==> src/hdl/tsa_pkg.sv <==
// Package for the triangle strip assembler: vertex and item types, restart code.
// No dependencies; every other file of the block imports it.
package tsa_pkg;

  localparam int unsigned VERTEX_W = 16;

  typedef logic [VERTEX_W-1:0] vertex_t;

  localparam vertex_t RESTART_INDEX = 16'hFFFF;

  typedef struct packed {
    vertex_t vertex_index;
    logic    end_of_strip;
  } item_t;

  typedef struct packed {
    logic  valid;
    item_t item;
  } stage_t;

  typedef struct packed {
    vertex_t first_vertex;
    vertex_t second_vertex;
    vertex_t third_vertex;
  } tri_t;

endpackage

==> src/hdl/tsa_if.sv <==
// Channel interfaces of the triangle strip assembler: index input, triangle output
// and the mode configuration write. Depends on tsa_pkg.
interface tsa_in_if
  import tsa_pkg::*;
();
  logic    valid;
  logic    ready;
  vertex_t vertex_index;
  logic    end_of_strip;

  modport source (output valid, output vertex_index, output end_of_strip, input ready);
  modport sink   (input valid, input vertex_index, input end_of_strip, output ready);
endinterface

interface tsa_out_if
  import tsa_pkg::*;
();
  logic    valid;
  logic    ready;
  vertex_t first_vertex;
  vertex_t second_vertex;
  vertex_t third_vertex;

  modport source (output valid, output first_vertex, output second_vertex,
                  output third_vertex, input ready);
  modport sink   (input valid, input first_vertex, input second_vertex,
                  input third_vertex, output ready);
endinterface

interface tsa_cfg_if ();
  logic valid;
  logic ready;
  logic list_mode;

  modport source (output valid, output list_mode, input ready);
  modport sink   (input valid, input list_mode, output ready);
endinterface

==> src/hdl/tsa_input_stage.sv <==
// Input register of the triangle strip assembler: holds one index item per transfer.
// Depends on tsa_pkg.
module tsa_input_stage
  import tsa_pkg::*;
(
  input  logic   clk,
  input  logic   rst_n,
  input  logic   in_valid,
  output logic   in_ready,
  input  item_t  in_item,
  output stage_t stage_o,
  input  logic   stage_take
);

  logic  valid_r;
  logic  valid_nxt;
  item_t item_r;

  assign in_ready  = !valid_r || stage_take;
  assign valid_nxt = in_ready ? in_valid : valid_r;

  always_ff @(posedge clk) begin
    if (!rst_n) begin
      valid_r <= 1'b0;
    end else begin
      valid_r <= valid_nxt;
    end
  end

  always_ff @(posedge clk) begin
    if (in_valid && in_ready) begin
      item_r <= in_item;
    end
  end

  assign stage_o = '{valid: valid_r, item: item_r};

endmodule

==> src/hdl/tsa_assembly.sv <==
// Assembly stage: held vertices, winding and culling, and the triangle output register.
// Depends on tsa_pkg.
module tsa_assembly
  import tsa_pkg::*;
(
  input  logic   clk,
  input  logic   rst_n,
  input  logic   list_mode,
  input  stage_t stage_i,
  output logic   stage_take,
  output logic   out_valid,
  input  logic   out_ready,
  output tri_t   out_tri
);

  vertex_t    older_r, older_nxt;
  vertex_t    newer_r, newer_nxt;
  logic [1:0] held_r, held_nxt;
  logic       odd_r, odd_nxt;
  logic       out_valid_r, out_valid_nxt;
  tri_t       tri_r, tri_nxt;
  logic       emit;
  logic       full;
  vertex_t    c;

  assign c    = stage_i.item.vertex_index;
  assign full = held_r[1];

  always_comb begin
    older_nxt = older_r;
    newer_nxt = newer_r;
    held_nxt  = held_r;
    odd_nxt   = odd_r;
    emit      = 1'b0;
    tri_nxt   = '{first_vertex: older_r, second_vertex: newer_r, third_vertex: c};
    if (list_mode) begin
      if (full) begin
        emit      = 1'b1;
        older_nxt = '0;
        newer_nxt = '0;
        held_nxt  = 2'd0;
      end else begin
        older_nxt = newer_r;
        newer_nxt = c;
        held_nxt  = held_r + 2'd1;
      end
    end else if (c == RESTART_INDEX) begin
      older_nxt = '0;
      newer_nxt = '0;
      held_nxt  = 2'd0;
      odd_nxt   = 1'b0;
    end else begin
      older_nxt = newer_r;
      newer_nxt = c;
      if (full) begin
        emit    = (older_r != newer_r) && (newer_r != c) && (c != older_r);
        odd_nxt = !odd_r;
        if (odd_r) begin
          tri_nxt.first_vertex  = newer_r;
          tri_nxt.second_vertex = older_r;
        end
      end else begin
        held_nxt = held_r + 2'd1;
      end
    end
    if (stage_i.item.end_of_strip) begin
      older_nxt = '0;
      newer_nxt = '0;
      held_nxt  = 2'd0;
      odd_nxt   = 1'b0;
    end
  end

  assign stage_take = stage_i.valid && (!out_valid_r || out_ready || !emit);

  always_comb begin
    out_valid_nxt = out_valid_r && !out_ready;
    if (stage_take && emit) begin
      out_valid_nxt = 1'b1;
    end
  end

  always_ff @(posedge clk) begin
    if (!rst_n) begin
      older_r     <= '0;
      newer_r     <= '0;
      held_r      <= 2'd0;
      odd_r       <= 1'b0;
      out_valid_r <= 1'b0;
    end else begin
      out_valid_r <= out_valid_nxt;
      if (stage_take) begin
        older_r <= older_nxt;
        newer_r <= newer_nxt;
        held_r  <= held_nxt;
        odd_r   <= odd_nxt;
      end
    end
  end

  always_ff @(posedge clk) begin
    if (stage_take && emit) begin
      tri_r <= tri_nxt;
    end
  end

  assign out_valid = out_valid_r;
  assign out_tri   = tri_r;

endmodule

==> src/hdl/triangle_strip_assembler.sv <==
// Triangle strip assembler: one index per transfer, at most one triangle out.
// An index is registered in the input stage, and its triangle in the assembly output register;
// one index is taken every cycle unless a waiting triangle blocks an index that emits one, and a
// waiting triangle does not block indices that emit nothing. Synchronous active-low reset
// clears the held vertices, winding, list mode and all valid flags. Depends on tsa_pkg.
module triangle_strip_assembler
  import tsa_pkg::*;
(
  input  logic      clk,
  input  logic      rst_n,
  tsa_in_if.sink    in_chan,
  tsa_out_if.source out_chan,
  tsa_cfg_if.sink   cfg_chan
);

  logic   list_mode_r;
  stage_t stage;
  logic   stage_take;
  tri_t   tri_q;
  logic   in_ready;
  item_t  in_item;

  assign cfg_chan.ready = 1'b1;

  always_ff @(posedge clk) begin
    if (!rst_n) begin
      list_mode_r <= 1'b0;
    end else if (cfg_chan.valid) begin
      list_mode_r <= cfg_chan.list_mode;
    end
  end

  assign in_item = '{vertex_index: in_chan.vertex_index, end_of_strip: in_chan.end_of_strip};
  assign in_chan.ready = in_ready;

  tsa_input_stage u_input (
    .clk       (clk),
    .rst_n     (rst_n),
    .in_valid  (in_chan.valid),
    .in_ready  (in_ready),
    .in_item   (in_item),
    .stage_o   (stage),
    .stage_take(stage_take)
  );

  tsa_assembly u_assembly (
    .clk       (clk),
    .rst_n     (rst_n),
    .list_mode (list_mode_r),
    .stage_i   (stage),
    .stage_take(stage_take),
    .out_valid (out_chan.valid),
    .out_ready (out_chan.ready),
    .out_tri   (tri_q)
  );

  assign out_chan.first_vertex  = tri_q.first_vertex;
  assign out_chan.second_vertex = tri_q.second_vertex;
  assign out_chan.third_vertex  = tri_q.third_vertex;

endmodule

==> src/flat_wrapper.sv <==
// flat-port wrapper written by rule: the top's interface ports become plain ports
module triangle_strip_assembler_flat import tsa_pkg::*;
  (clk, rst_n, in_chan_valid, in_chan_vertex_index, in_chan_end_of_strip, in_chan_ready, out_chan_valid, out_chan_first_vertex, out_chan_second_vertex, out_chan_third_vertex, out_chan_ready, cfg_chan_valid, cfg_chan_list_mode, cfg_chan_ready);
  tsa_in_if in_chan_i ();
  tsa_out_if out_chan_i ();
  tsa_cfg_if cfg_chan_i ();
  input  logic clk;
  input  logic rst_n;
  input wire logic [$bits(in_chan_i.valid)-1:0] in_chan_valid;
  input wire logic [$bits(in_chan_i.vertex_index)-1:0] in_chan_vertex_index;
  input wire logic [$bits(in_chan_i.end_of_strip)-1:0] in_chan_end_of_strip;
  output wire logic [$bits(in_chan_i.ready)-1:0] in_chan_ready;
  output wire logic [$bits(out_chan_i.valid)-1:0] out_chan_valid;
  output wire logic [$bits(out_chan_i.first_vertex)-1:0] out_chan_first_vertex;
  output wire logic [$bits(out_chan_i.second_vertex)-1:0] out_chan_second_vertex;
  output wire logic [$bits(out_chan_i.third_vertex)-1:0] out_chan_third_vertex;
  input wire logic [$bits(out_chan_i.ready)-1:0] out_chan_ready;
  input wire logic [$bits(cfg_chan_i.valid)-1:0] cfg_chan_valid;
  input wire logic [$bits(cfg_chan_i.list_mode)-1:0] cfg_chan_list_mode;
  output wire logic [$bits(cfg_chan_i.ready)-1:0] cfg_chan_ready;
  assign in_chan_i.valid = in_chan_valid;
  assign in_chan_i.vertex_index = in_chan_vertex_index;
  assign in_chan_i.end_of_strip = in_chan_end_of_strip;
  assign in_chan_ready = in_chan_i.ready;
  assign out_chan_valid = out_chan_i.valid;
  assign out_chan_first_vertex = out_chan_i.first_vertex;
  assign out_chan_second_vertex = out_chan_i.second_vertex;
  assign out_chan_third_vertex = out_chan_i.third_vertex;
  assign out_chan_i.ready = out_chan_ready;
  assign cfg_chan_i.valid = cfg_chan_valid;
  assign cfg_chan_i.list_mode = cfg_chan_list_mode;
  assign cfg_chan_ready = cfg_chan_i.ready;
  triangle_strip_assembler u_core (.clk(clk), .rst_n(rst_n), .in_chan(in_chan_i), .out_chan(out_chan_i), .cfg_chan(cfg_chan_i));
endmodule
==> config.mk <==
export PLATFORM = sky130hd
export DESIGN_NAME = triangle_strip_assembler_flat
export DESIGN_NICKNAME = d
export VERILOG_FILES = /design/src/hdl/tsa_pkg.sv /design/src/hdl/tsa_if.sv /design/src/hdl/tsa_input_stage.sv /design/src/hdl/tsa_assembly.sv /design/src/hdl/triangle_strip_assembler.sv /design/src/flat_wrapper.sv
export SDC_FILE = /design/constraint.sdc
export NUM_CORES = 1
export LEC_CHECK = 0
export ABC_AREA = 1
export BUFFER_PORTS_ARGS = -buffer_cell sky130_fd_sc_hd__buf_2
export CORE_AREA = 2 2 102 104
export DETAILED_ROUTE_END_ITERATION = 8
export DIE_AREA = 0 0 104 106
export PLACE_DENSITY = 0.74
export SYNTH_ARGS = -nofsm -noshare
export SYNTH_HDL_FRONTEND = slang
export SYNTH_SLANG_ARGS = --single-unit
==> constraint.sdc <==
create_clock -name clk -period 2.71 [get_ports clk]
set_clock_uncertainty 0.05 [all_clocks]
set_input_delay 0.542 -clock clk [delete_from_list [all_inputs] [get_ports clk]]
set_output_delay 0.542 -clock clk [all_outputs]
set_load 0.005 [all_outputs]
==> summary.txt, run 1 <==
Outcome
  • Status: completed

Place
  • Post-Place Cells: around 800
  • Post-Place Setup Slack: about 0.34 ns
  • I/O Buffers: 72
  • Final HPWL DP: between 7000 and 8000 um
  • GPL Wtd Cong: approximately 0.92

Global routing
  • Grt total ovfl: 0
  • Initial antenna violation count: 0
  • Number of global-route vias before repair: 3601
  • Global-route wire length before repair: 16700 um
  • GRT Util Overall: 0.191
  • Largest net degree at the start of global routing: 57

Critical path
  • CP delay by family, top: simple AND/OR/NAND/NOR gates
  • FF-to-FF path depth: 15
  • Critical-path cell list: inv_1, nand2_1, nand2_1, nor2_1, nand2_1, nor2_1, nand2_1, nand2_2, o21ai_4, nand3_2, buf_2
  • Startpoint types: flip-flop
  • Max FO, Critical Path: 5
  • CP arrival: approximately 1.9 ns
  • Max stage delay on crit path: 0.49 ns
  • Critical path capture point type: primary output
  • Critical path's slowest cell: edfxtp_1
  • Kind of critical path: flip-flop to primary output
  • Buf+Inv Stages, Crit Path: 2
  • FF-to-FF setup slack: between 0.2 and 0.3 ns
  • R2r endpoint: u_core.u_assembly.older_r[6]$_SDFFE_PN0P_
  • Worst r2r src: u_core.u_input.stage_o[13]$_DFFE_PP_
  • Crit path top cell by count: nand2_1
  • Worst EP required: 2.12 ns

CTS
  • Clock Tree Buf Depth: 2
  • Sink Count: between 100 and 150
  • Worst-skew pair later-pin latency: 0.38 ns
  • CTS Hold Bufs: 0
  • TritonCTS Buffers: 9
  • CTS H-tree lvls: 3
  • Root Buffer: clkbuf_8
  • Reg clk slew, reported paths: 0.09 ns
  • CTS tree: yes

Yosys
  • Synthesized area: 4930 um2
  • Post-synthesis cell count: 600
  • Flops & latches, synth: just over 100
  • Post-Syn Nets: about 620
  • Syn Area/Cell: a little over 8 um2
  • Unique cell type count in the Yosys netlist: 26
  • YS warnings: 0
  • Sequential-to-total area share from yosys stat: 0.550

Detailed routing
  • First-iteration detailed-routing DRC count: approximately 160
  • DRT Pass-1 Iters: 5
  • Antenna-violating nets left: 0
  • WL/cell: between 10 and 15 um
  • # DRC: 0
  • Routed WL: ~10000 um
  • Post-DR vias/cell: ~4.9
  • DR vias: 3981

STA
  • Min cycle time layout: between 2 and 3 ns
  • Final setup fails: 0
  • Fmax: roughly 400 MHz
  • Final worst slack: a little under 0.2 ns
  • Period Utilization, post-route: 0.927
  • Max Transition Viols Final: 0
  • Worst-Margin Slew: ~0.55 ns
  • Final hold vios: 0
  • Slew headroom: 0.631
  • Setup TNS Final: 0 ns
  • RSZ-0062 raised after global routing: no
  • Worst Hold Margin: roughly 0.28 ns

Min path
  • Hold EP: u_core.u_input.stage_o[4]$_DFFE_PP_
  • Hold_sp: in_chan_vertex_index[3]
  • Hold path depth: 1
  • Worst hold-check path type: primary input to flip-flop

Power and ir drop
  • Power density over cell area: roughly 560 nW/um2
  • VDD IR max: approximately 0.00025 V
  • Pwr Total: between 3 and 4 mW
  • Pleak: 2.48 nW

Cells and area
  • Fin cells: 817
  • Diodes inserted: 0
  • Layout cells sized above 1: 0.216
  • Final nets: approximately 700
  • Area delta synth->final: 14.5%

Die
  • Die width: ~100 um
  • Initial core utilization: 0.493
  • Die area: 11000 um2
  • Top Ports: between 70 and 80
  • Core Region: between 9000 and 10000 um2
  • Row cnt: 37
  • Die Span Y: 106 um

Job
  • Max_cap viols: 0
-- how the worst max path moves through the flow --
stage / start / to / cells past startpoint / slack [ns]
final: u_core.u_input.stage_o[13]$_DFFE_PP_ / in_chan_ready / 11 / 0.20
after global placement: u_core.u_input.stage_o[14]$_DFFE_PP_ / u_core.u_assembly.older_r[6]$_SDFFE_PN0P_ / 11 / 0.37
after CTS: u_core.u_input.stage_o[14]$_DFFE_PP_ / in_chan_ready / 7 / 0.09
after floorplan: u_core.u_input.stage_o[3]$_DFFE_PP_ / u_core.u_assembly.out_tri[0]$_DFFE_PP_ / 13 / 0.008
after global routing: u_core.u_input.stage_o[5]$_DFFE_PP_ / in_chan_ready / 10 / 0.03
after detailed placement: u_core.u_input.stage_o[14]$_DFFE_PP_ / u_core.u_assembly.older_r[6]$_SDFFE_PN0P_ / 11 / 0.34
-- registers in the layout, indices dropped and copies added (netlist names) --
signal,flops
u_core.list_mode_r,1
u_core.u_assembly.older_r,16
u_core.u_assembly.newer_r,16
u_core.u_assembly.out_tri,48
u_core.u_input.valid_r,1
u_core.u_assembly.out_valid,1
u_core.u_assembly.odd_r,1
u_core.u_input.stage_o,17
u_core.u_assembly.held_r,2
-- timing repair --
item,CTS,global route
hold endpoints to repair,0,0
resized for setup,0,2
setup buffers,0,4
endpoints found under the setup margin,0,1
-- cell families after synthesis --
family / share of synthesized area
AND/OR/NAND/NOR: 0.281
flip-flops: 0.550
buffers and inverters: 0.0787
AO/OA/AOI/OAI: 0.0769
XOR/XNOR: 0.0124
other: 0.000760
-- cells in the final DEF, fill, tap and decap left out --
cell,count
o21ai_0,57
inv_4,3
nor2_2,30
a21oi_1,4
inv_1,52
nand3_2,1
o21ai_4,1
bufinv_16,1
clkbuf_8,10
a21oi_2,2
clkbuf_1,1
nand2_8,1
nor3_2,1
buf_12,3
nand2_1,186
clkinv_2,1
nand3_1,2
xor2_1,7
nand2_4,1
clkinvlp_4,1
nand2_2,2
buf_2,72
nor2_1,109
inv_2,7
inv_8,1
nand4_1,4
dfxtp_1,38
edfxtp_1,65
conb_1,1
buf_4,9
o21ai_1,8
-- cell usage after synthesis (all sizes together) --
library cell / n / share of area
buf: 11 / 0.025
nand2: 190 / 0.15
nor3: 1 / 0.0020
conb: 1 / 0.00076
xor2: 7 / 0.012
o21ai: 66 / 0.069
clkbuf: 8 / 0.0061
dfxtp: 38 / 0.15
a21oi: 6 / 0.0076
nor2: 139 / 0.12
inv: 61 / 0.048
nand3: 3 / 0.0030
edfxtp: 65 / 0.40
nand4: 4 / 0.0051
-- area by class of cell --
cell class / instances / area [um2]
fill: 933 / 4360
sequential: 103 / 2710
multi-input combinational: 417 / 1840
timing repair buffer: 84 / 488
inverter: 61 / 240
tap: 136 / 170
clock buffer: 11 / 141
clock inverter: 5 / 53.8
-- metrics by stage --
stage / instance area [um2] / utilization
after CTS: 5610 / 0.561
after floorplan: 4930 / -
after global routing: 5640 / 0.564
final: 5640 / 0.564
after global placement: 5410 / 0.541
after detailed placement: 5410 / 0.541
-- where the power goes --
part	switching (mW)	internal, mW	leakage (nW)
registers	0.0806	1.74	0.942
clock network	0.518	0.453	0.105
logic	0.243	0.151	1.43
-- layer usage --
| metal | track usage | share of wire | up-vias |
|---|---|---|---|
| li1 | - | - | 2030 |
| met1 | 0.242 | 0.44 | 1813 |
| met2 | 0.307 | 0.47 | 113 |
| met3 | 0.0392 | 0.051 | 25 |
| met4 | 0.104 | 0.031 | 0 |
| met5 | 0 | 0 | - |
(Power assumes the default switching activity.)
==> inputs of run 2 (changes only) <==
CORE_AREA = 2 2 117 91   (was 2 2 102 104)
DIE_AREA = 0 0 119 93   (was 0 0 104 106)
==> run 2 against run 1 <==
Routed wire length is 2.4% higher. First-iteration DRC count is 44% higher. Utilization is 0.63 points higher. Register-to-register slack worse by 0.05 ns. Setup slack worse by 0.045 ns. Sequential power hardly changed. Final area is 0.82% higher. Fmax is 1.8% lower. Final cell count is 0.24% lower. Sequential share of layout area is 0.39 points lower. Total power is 8.3% higher.
==> summary.txt, run 2 (same netlist as run 1, synthesis figures left out) <==
Outcome
  • Status: completed

Die
  • Initial core utilization: 0.495
  • Top Ports: 74
  • Die Span Y: between 90 and 100 um
  • Die width: 119 um
  • Core Region: 9970 um2
  • Row cnt: 32
  • Die area: around 11000 um2

Cells and area
  • Layout cells sized above 1: 0.209
  • Final nets: roughly 700
  • Area delta synth->final: 15.4%
  • Final core occ: 0.571
  • Seq. cell area: around 2700 um2
  • Multi-input logic area: about 1800 um2
  • Most common cell after layout, fill and taps aside: nand2_1
  • Diodes inserted: 0
  • Most frequent cells in the layout: nand2_1, nor2_1, buf_2
  • Max reg flops: 48
  • Number of fill cells: 908

Global routing
  • Number of global-route vias before repair: approximately 3800
  • Grt total ovfl: 0
  • GRT Util Overall: 0.202
  • Global-route wire length before repair: 17500 um
  • Largest net degree at the start of global routing: slightly below 50
  • Initial antenna violation count: 0

Power and ir drop
  • Power density over cell area: 606 nW/um2
  • Power share of the combinational group: 0.113
  • Pwr Total: 3.45 mW
  • Pleak: between 2 and 2.5 nW
  • Switching power share of the total: 0.245
  • VDD IR max: 0.000386 V
  • Sequential share of power: 0.528
  • Cell-internal power: 2.60 mW
  • Switching power total: ~0.85 mW
  • Clock power frac: 0.359

Critical path
  • Crit path top cell by count: nand2_2
  • Critical path capture point type: primary output
  • Startpoint types: flip-flop
  • CP arrival: between 1.5 and 2 ns
  • Critical-path cell list: nand2_2, nor2_1, nand2_1, nor3_2, nor2_2, nand2_2, o21ai_4, nand3_2, buf_2
  • Critical path's slowest cell: edfxtp_1
  • Max stage delay on crit path: between 0.4 and 0.5 ns
  • Max FO, Critical Path: 5
  • Kind of critical path: flip-flop to primary output
  • Worst EP required: approximately 2.1 ns

STA
  • Max Transition Viols Final: 0
  • Setup TNS Final: 0 ns
  • Slew headroom: 0.606
  • RSZ-0062 raised after global routing: no
  • Fmax: around 390 MHz
  • Worst-Margin Slew: around 0.6 ns
  • Final hold vios: 0
  • Min cycle time layout: approximately 2.6 ns
  • Period Utilization, post-route: 0.944
  • Final setup fails: 0

CTS
  • CTS H-tree lvls: 3
  • Clock Tree Buf Depth: 2
  • Reg clk slew, reported paths: approximately 0.070 ns
  • TritonCTS Buffers: 9
  • Sink Count: approximately 100
  • Root Buffer: clkbuf_16
  • CTS tree: yes
  • Worst-skew pair later-pin latency: around 0.35 ns
  • CTS Hold Bufs: 0

Detailed routing
  • Antenna-violating nets left: 0
  • # DRC: 0
  • Post-DR vias/cell: 4.89
  • WL/cell: between 10 and 15 um
  • First-iteration detailed-routing DRC count: approximately 230
  • DR vias: about 4000
  • DRT Pass-1 Iters: 5
  • Routed WL: between 10000 and 15000 um

Place
  • GPL Wtd Cong: about 0.84
  • I/O Buffers: 72
  • Final HPWL DP: approximately 7400 um

Min path
  • Worst hold-check path type: primary input to flip-flop

Job
  • Max_cap viols: 0
run 2: changes by cell type in the layout (fill, tap and decap cells not counted), sizes merged:
cell / delta
inv: -3
clkbuf: +3
buf: -2
run 2: worst paths after layout:
path         depth (start not counted)                                        to                                startpoint  slack [ns]
max reg2reg                         13   u_core.u_assembly.out_tri[43]$_DFFE_PP_       u_core.u_input.stage_o[2]$_DFFE_PP_        0.24
min reg2reg                          4  u_core.u_assembly.held_r[0]$_SDFFE_PN0P_  u_core.u_assembly.held_r[0]$_SDFFE_PN0P_        0.48
max                                  9                             in_chan_ready       u_core.u_input.stage_o[2]$_DFFE_PP_        0.15
min                                  1      u_core.u_input.stage_o[16]$_DFFE_PP_                  in_chan_vertex_index[15]        0.31
run 2: layout make-up:
type                    count  area share
clock inverters             2     0.00616
well taps                 136      0.0299
flip-flops and latches    103       0.477
multi-input cells         417       0.323
clock buffers              14      0.0429
inverters                  61      0.0422
repair buffers             82      0.0787
run 2: layer usage:
layer,track usage,wire length [um]
met5,0,0
met2,0.333,5030
met3,0.0628,737
met4,0.0595,61
met1,0.257,4720
run 2: per-stage QoR:
stage | setup WS (ns) | hold WS (ns) | cells | area, um2
after floorplan | 0.00797 | 0.437 | 600 | 4930
after global placement | 0.246 | 0.448 | 798 | 5390
after detailed placement | 0.234 | 0.457 | 798 | 5390
after CTS | 0.00795 | 0.302 | 814 | 5670
after global routing | 0.00646 | 0.292 | 815 | 5690
final | 0.152 | 0.314 | 815 | 5690
run 2: critical path, delay by kind of cell (launching register included):
family,cells,cell delay (ns)
flip-flops,1,0.47
AND/OR/NAND/NOR,7,0.76
AO/OA/AOI/OAI,1,0.22
buffers and inverters,1,0.16
run 2: timing repair:
| action | 4_1_cts | 5_1_grt |
|---|---|---|
| setup buffers | 0 | 1 |
| setup endpoints to repair | 0 | 37 |
| gates resized for setup | 0 | 3 |
run 2: power groups by stage:
stage          clock (mW)  sequential (mW)  combinational, mW
6_report             1.24             1.82              0.388
5_1_grt              1.34             1.83              0.448
4_1_cts              1.27             1.82              0.388
3_5_place_dp            0             1.86              0.384
3_3_place_gp            0             1.85              0.373
2_1_floorplan           0             1.84              0.293
==> inputs of run 3 (changes only) <==
CORE_AREA = 2 2 116 90   (was 2 2 117 91)
DIE_AREA = 0 0 118 92   (was 0 0 119 93)
PLACE_DENSITY = 0.75   (was 0.74)
SYNTH_HIERARCHICAL = 1   (was unset)
==> run 3 against run 2 <==
Register-to-register slack worse by 0.09 ns. Die area is 1.9% lower. Combinational power is 20% higher. Routed wire length is 9.5% higher. Via count is 4.2% higher. Setup slack worse by 0.12 ns. Final area is 2.9% higher. Synthesized cell count is 0.67% higher. Highest routed layer unchanged.
==> summary.txt, run 3 <==
Critical path
  • Kind of critical path: flip-flop to primary output
  • Max FO, Critical Path: 5
  • Critical path capture point type: primary output
  • R2r endpoint: u_core/u_assembly/out_tri[24]$_DFFE_PP_
  • Worst r2r src: u_core/u_input/stage_o[13]$_DFFE_PP_
  • FF-to-FF setup slack: 0.15 ns
  • FF-to-FF path depth: 16
  • Startpoint types: flip-flop
  • CP arrival: 2.08 ns
  • Worst EP required: roughly 2.1 ns

Yosys
  • Synthesized area: around 5000 um2
  • Syn Area/Cell: around 8 um2
  • Count leader, synth: nand2_1
  • Async set-or-reset flop fraction in the synthesized netlist: 0
  • Post-synth top cells: nand2_1, nor2_1, edfxtp_1
  • Unique cell type count in the Yosys netlist: 27
  • Synth Flop Type: edfxtp_1
  • Post-synthesis cell count: between 600 and 700
  • Post-Syn Nets: 627
  • YS warnings: 6
  • Yosys top cell by area: edfxtp_1
  • Share of the synthesized area in the top cell type: 0.401
  • Main area contributors after synthesis: edfxtp_1, dfxtp_1, nand2_1, nor2_1, o21ai_0
  • Flops & latches, synth: 103
  • Number of synthesized flops with an enable pin: between 60 and 70
  • Sequential-to-total area share from yosys stat: 0.557

Global routing
  • Number of global-route vias before repair: 3914
  • Initial antenna violation count: 0
  • GRT Util Overall: 0.212
  • Largest net degree at the start of global routing: a little under 50
  • Grt total ovfl: 0
  • Global-route wire length before repair: approximately 18000 um

STA
  • Worst-Margin Slew: 0.672 ns
  • Max Transition Viols Final: 0
  • Fmax: 374 MHz
  • Final setup fails: 0
  • Slew headroom: 0.552
  • Period Utilization, post-route: 0.987
  • Final hold vios: 0
  • Min cycle time layout: 2.68 ns
  • RSZ-0062 raised after global routing: yes

Min path
  • Hold path depth: 1
  • Worst hold-check path type: primary input to flip-flop
  • Hold EP: u_core/u_input/stage_o[1]$_DFFE_PP_
  • Hold_sp: in_chan_vertex_index[0]

CTS
  • Root Buffer: clkbuf_16
  • Worst-skew pair later-pin latency: 0.34 ns
  • CTS tree: yes
  • CTS H-tree lvls: 3
  • Clock Tree Buf Depth: 2
  • Reg clk slew, reported paths: about 0.07 ns
  • TritonCTS Buffers: 9
  • CTS Hold Bufs: 0
  • Sink Count: between 100 and 150

Cells and area
  • Area delta synth->final: 20.4%
  • Most common cell after layout, fill and taps aside: nand2_1
  • Final core occ: 0.592
  • Diodes inserted: 0
  • Most frequent cells in the layout: nand2_1, nor2_1, buf_2
  • Final nets: between 700 and 800
  • Max reg flops: 48
  • Number of fill cells: around 860
  • Post-route cell area: 5860 um2
  • Layout cells sized above 1: 0.222

Die
  • Die area: between 10000 and 15000 um2
  • Top Ports: 74
  • Core Region: ~10000 um2
  • Die Span Y: a little over 90 um
  • Die width: roughly 120 um
  • Initial core utilization: 0.492
  • Row cnt: 32

Detailed routing
  • # DRC: 0
  • First-iteration detailed-routing DRC count: 358
  • Antenna-violating nets left: 0
  • DR vias: approximately 4200
  • Post-DR vias/cell: about 5
  • WL/cell: between 10 and 15 um
  • DRT Pass-1 Iters: 4
  • Routed WL: roughly 12000 um

Power and ir drop
  • Power density over cell area: around 630 nW/um2
  • Pleak: 2.53 nW
  • Pwr Total: ~3.7 mW
  • VDD IR max: between 0.0002 and 0.0003 V

Place
  • Total placed instance area: 5360 um2
  • GPL Wtd Cong: between 0.8 and 0.9
  • I/O Buffers: just over 70
  • Final HPWL DP: between 7000 and 8000 um

Outcome
  • Status: completed

Job
  • Max_cap viols: 0
## run 3: cell count changes after synthesis, sizes merged
cell | previous run | this run
inv | 61 | 62
nor3 | 1 | 4
a21oi | 6 | 5
buf | 11 | 14
clkbuf | 8 | 6
nand3 | 3 | 5
nand4 | 4 | 2
nand2 | 190 | 192
nor2 | 139 | 137
## run 3: worst max path at each step
stage                     cells after the start  slack (ns)                                      end                            startpoint
after floorplan                              13        0.02   u_core/u_assembly/out_tri[0]$_DFFE_PP_  u_core/u_input/stage_o[12]$_DFFE_PP_
after global placement                       13        0.35  u_core/u_assembly/out_tri[28]$_DFFE_PP_   u_core/u_input/stage_o[8]$_DFFE_PP_
after detailed placement                     13        0.23  u_core/u_assembly/out_tri[29]$_DFFE_PP_  u_core/u_input/stage_o[12]$_DFFE_PP_
after CTS                                    13        0.01                            in_chan_ready  u_core/u_input/stage_o[11]$_DFFE_PP_
after global routing                         15       -0.06                            in_chan_ready  u_core/u_input/stage_o[13]$_DFFE_PP_
final                                        15        0.03                            in_chan_ready  u_core/u_input/stage_o[13]$_DFFE_PP_
## run 3: cell families after synthesis
logic type | count (synthesis) | synth area share
buffers and inverters | 82 | 0.0781
other | 1 | 0.000770
xor gates and xnor gates | 7 | 0.0126
DFF | 103 | 0.557
and+or+nand+nor | 340 | 0.275
AOI/OAI and AO/OA | 71 | 0.0761
## run 3: layer usage
metal	wire, um	global-route usage	share of wire
met1	4920	0.268	0.43
met5	0	0	0
met2	5540	0.359	0.48
met4	260	0.0833	0.023
met3	835	0.0448	0.072
## run 3: final cells by class
type / instances / area [um2] / share of cell area
multi-input cells: 419 / 1840 / 0.315
repair buffers: 94 / 557 / 0.0950
inverters: 62 / 262 / 0.0446
clock buffers: 10 / 229 / 0.0391
clock inverters: 6 / 85.1 / 0.0145
flip-flops and latches: 103 / 2710 / 0.463
well taps: 136 / 170 / 0.0290
## run 3: power breakdown
group	switching (mW)	internal [mW]
clock network	0.560	0.808
registers	0.0807	1.75
logic	0.291	0.176
total	0.931	2.74
## run 3: worst max-delay path, stage by stage (launching register included)
cell,delay [ns]
edfxtp_1,0.51
inv_2,0.14
nand2_2,0.06
nand2_2,0.06
nor2_2,0.04
nand2_1,0.07
nor2_1,0.05
nand2_1,0.07
nand2_2,0.06
o21ai_4,0.19
nand2_4,0.10
nand2_8,0.10
clkinv_8,0.07
clkinv_8,0.04
nand2_4,0.04
buf_6,0.13
## run 3: timing repair
action | 4_1_cts | 5_1_grt
gates cloned | 0 | 0
endpoints found under the setup margin | 1 | 1
setup buffers | 1 | 12
resized for setup | 6 | 24
pin swaps | 2 | 12
## run 3: stage by stage
step | setup WS, ns | setup TNS [ns] | hold WS, ns | std cells
finish | 0.0347 | 0 | 0.323 | 830
global route | -0.0550 | -0.0550 | 0.315 | 830
CTS | 0.0147 | 0 | 0.313 | 818
detailed placement | 0.230 | 0 | 0.444 | 801
global placement | 0.349 | 0 | 0.429 | 801
floorplan | 0.0207 | 0 | 0.424 | 604
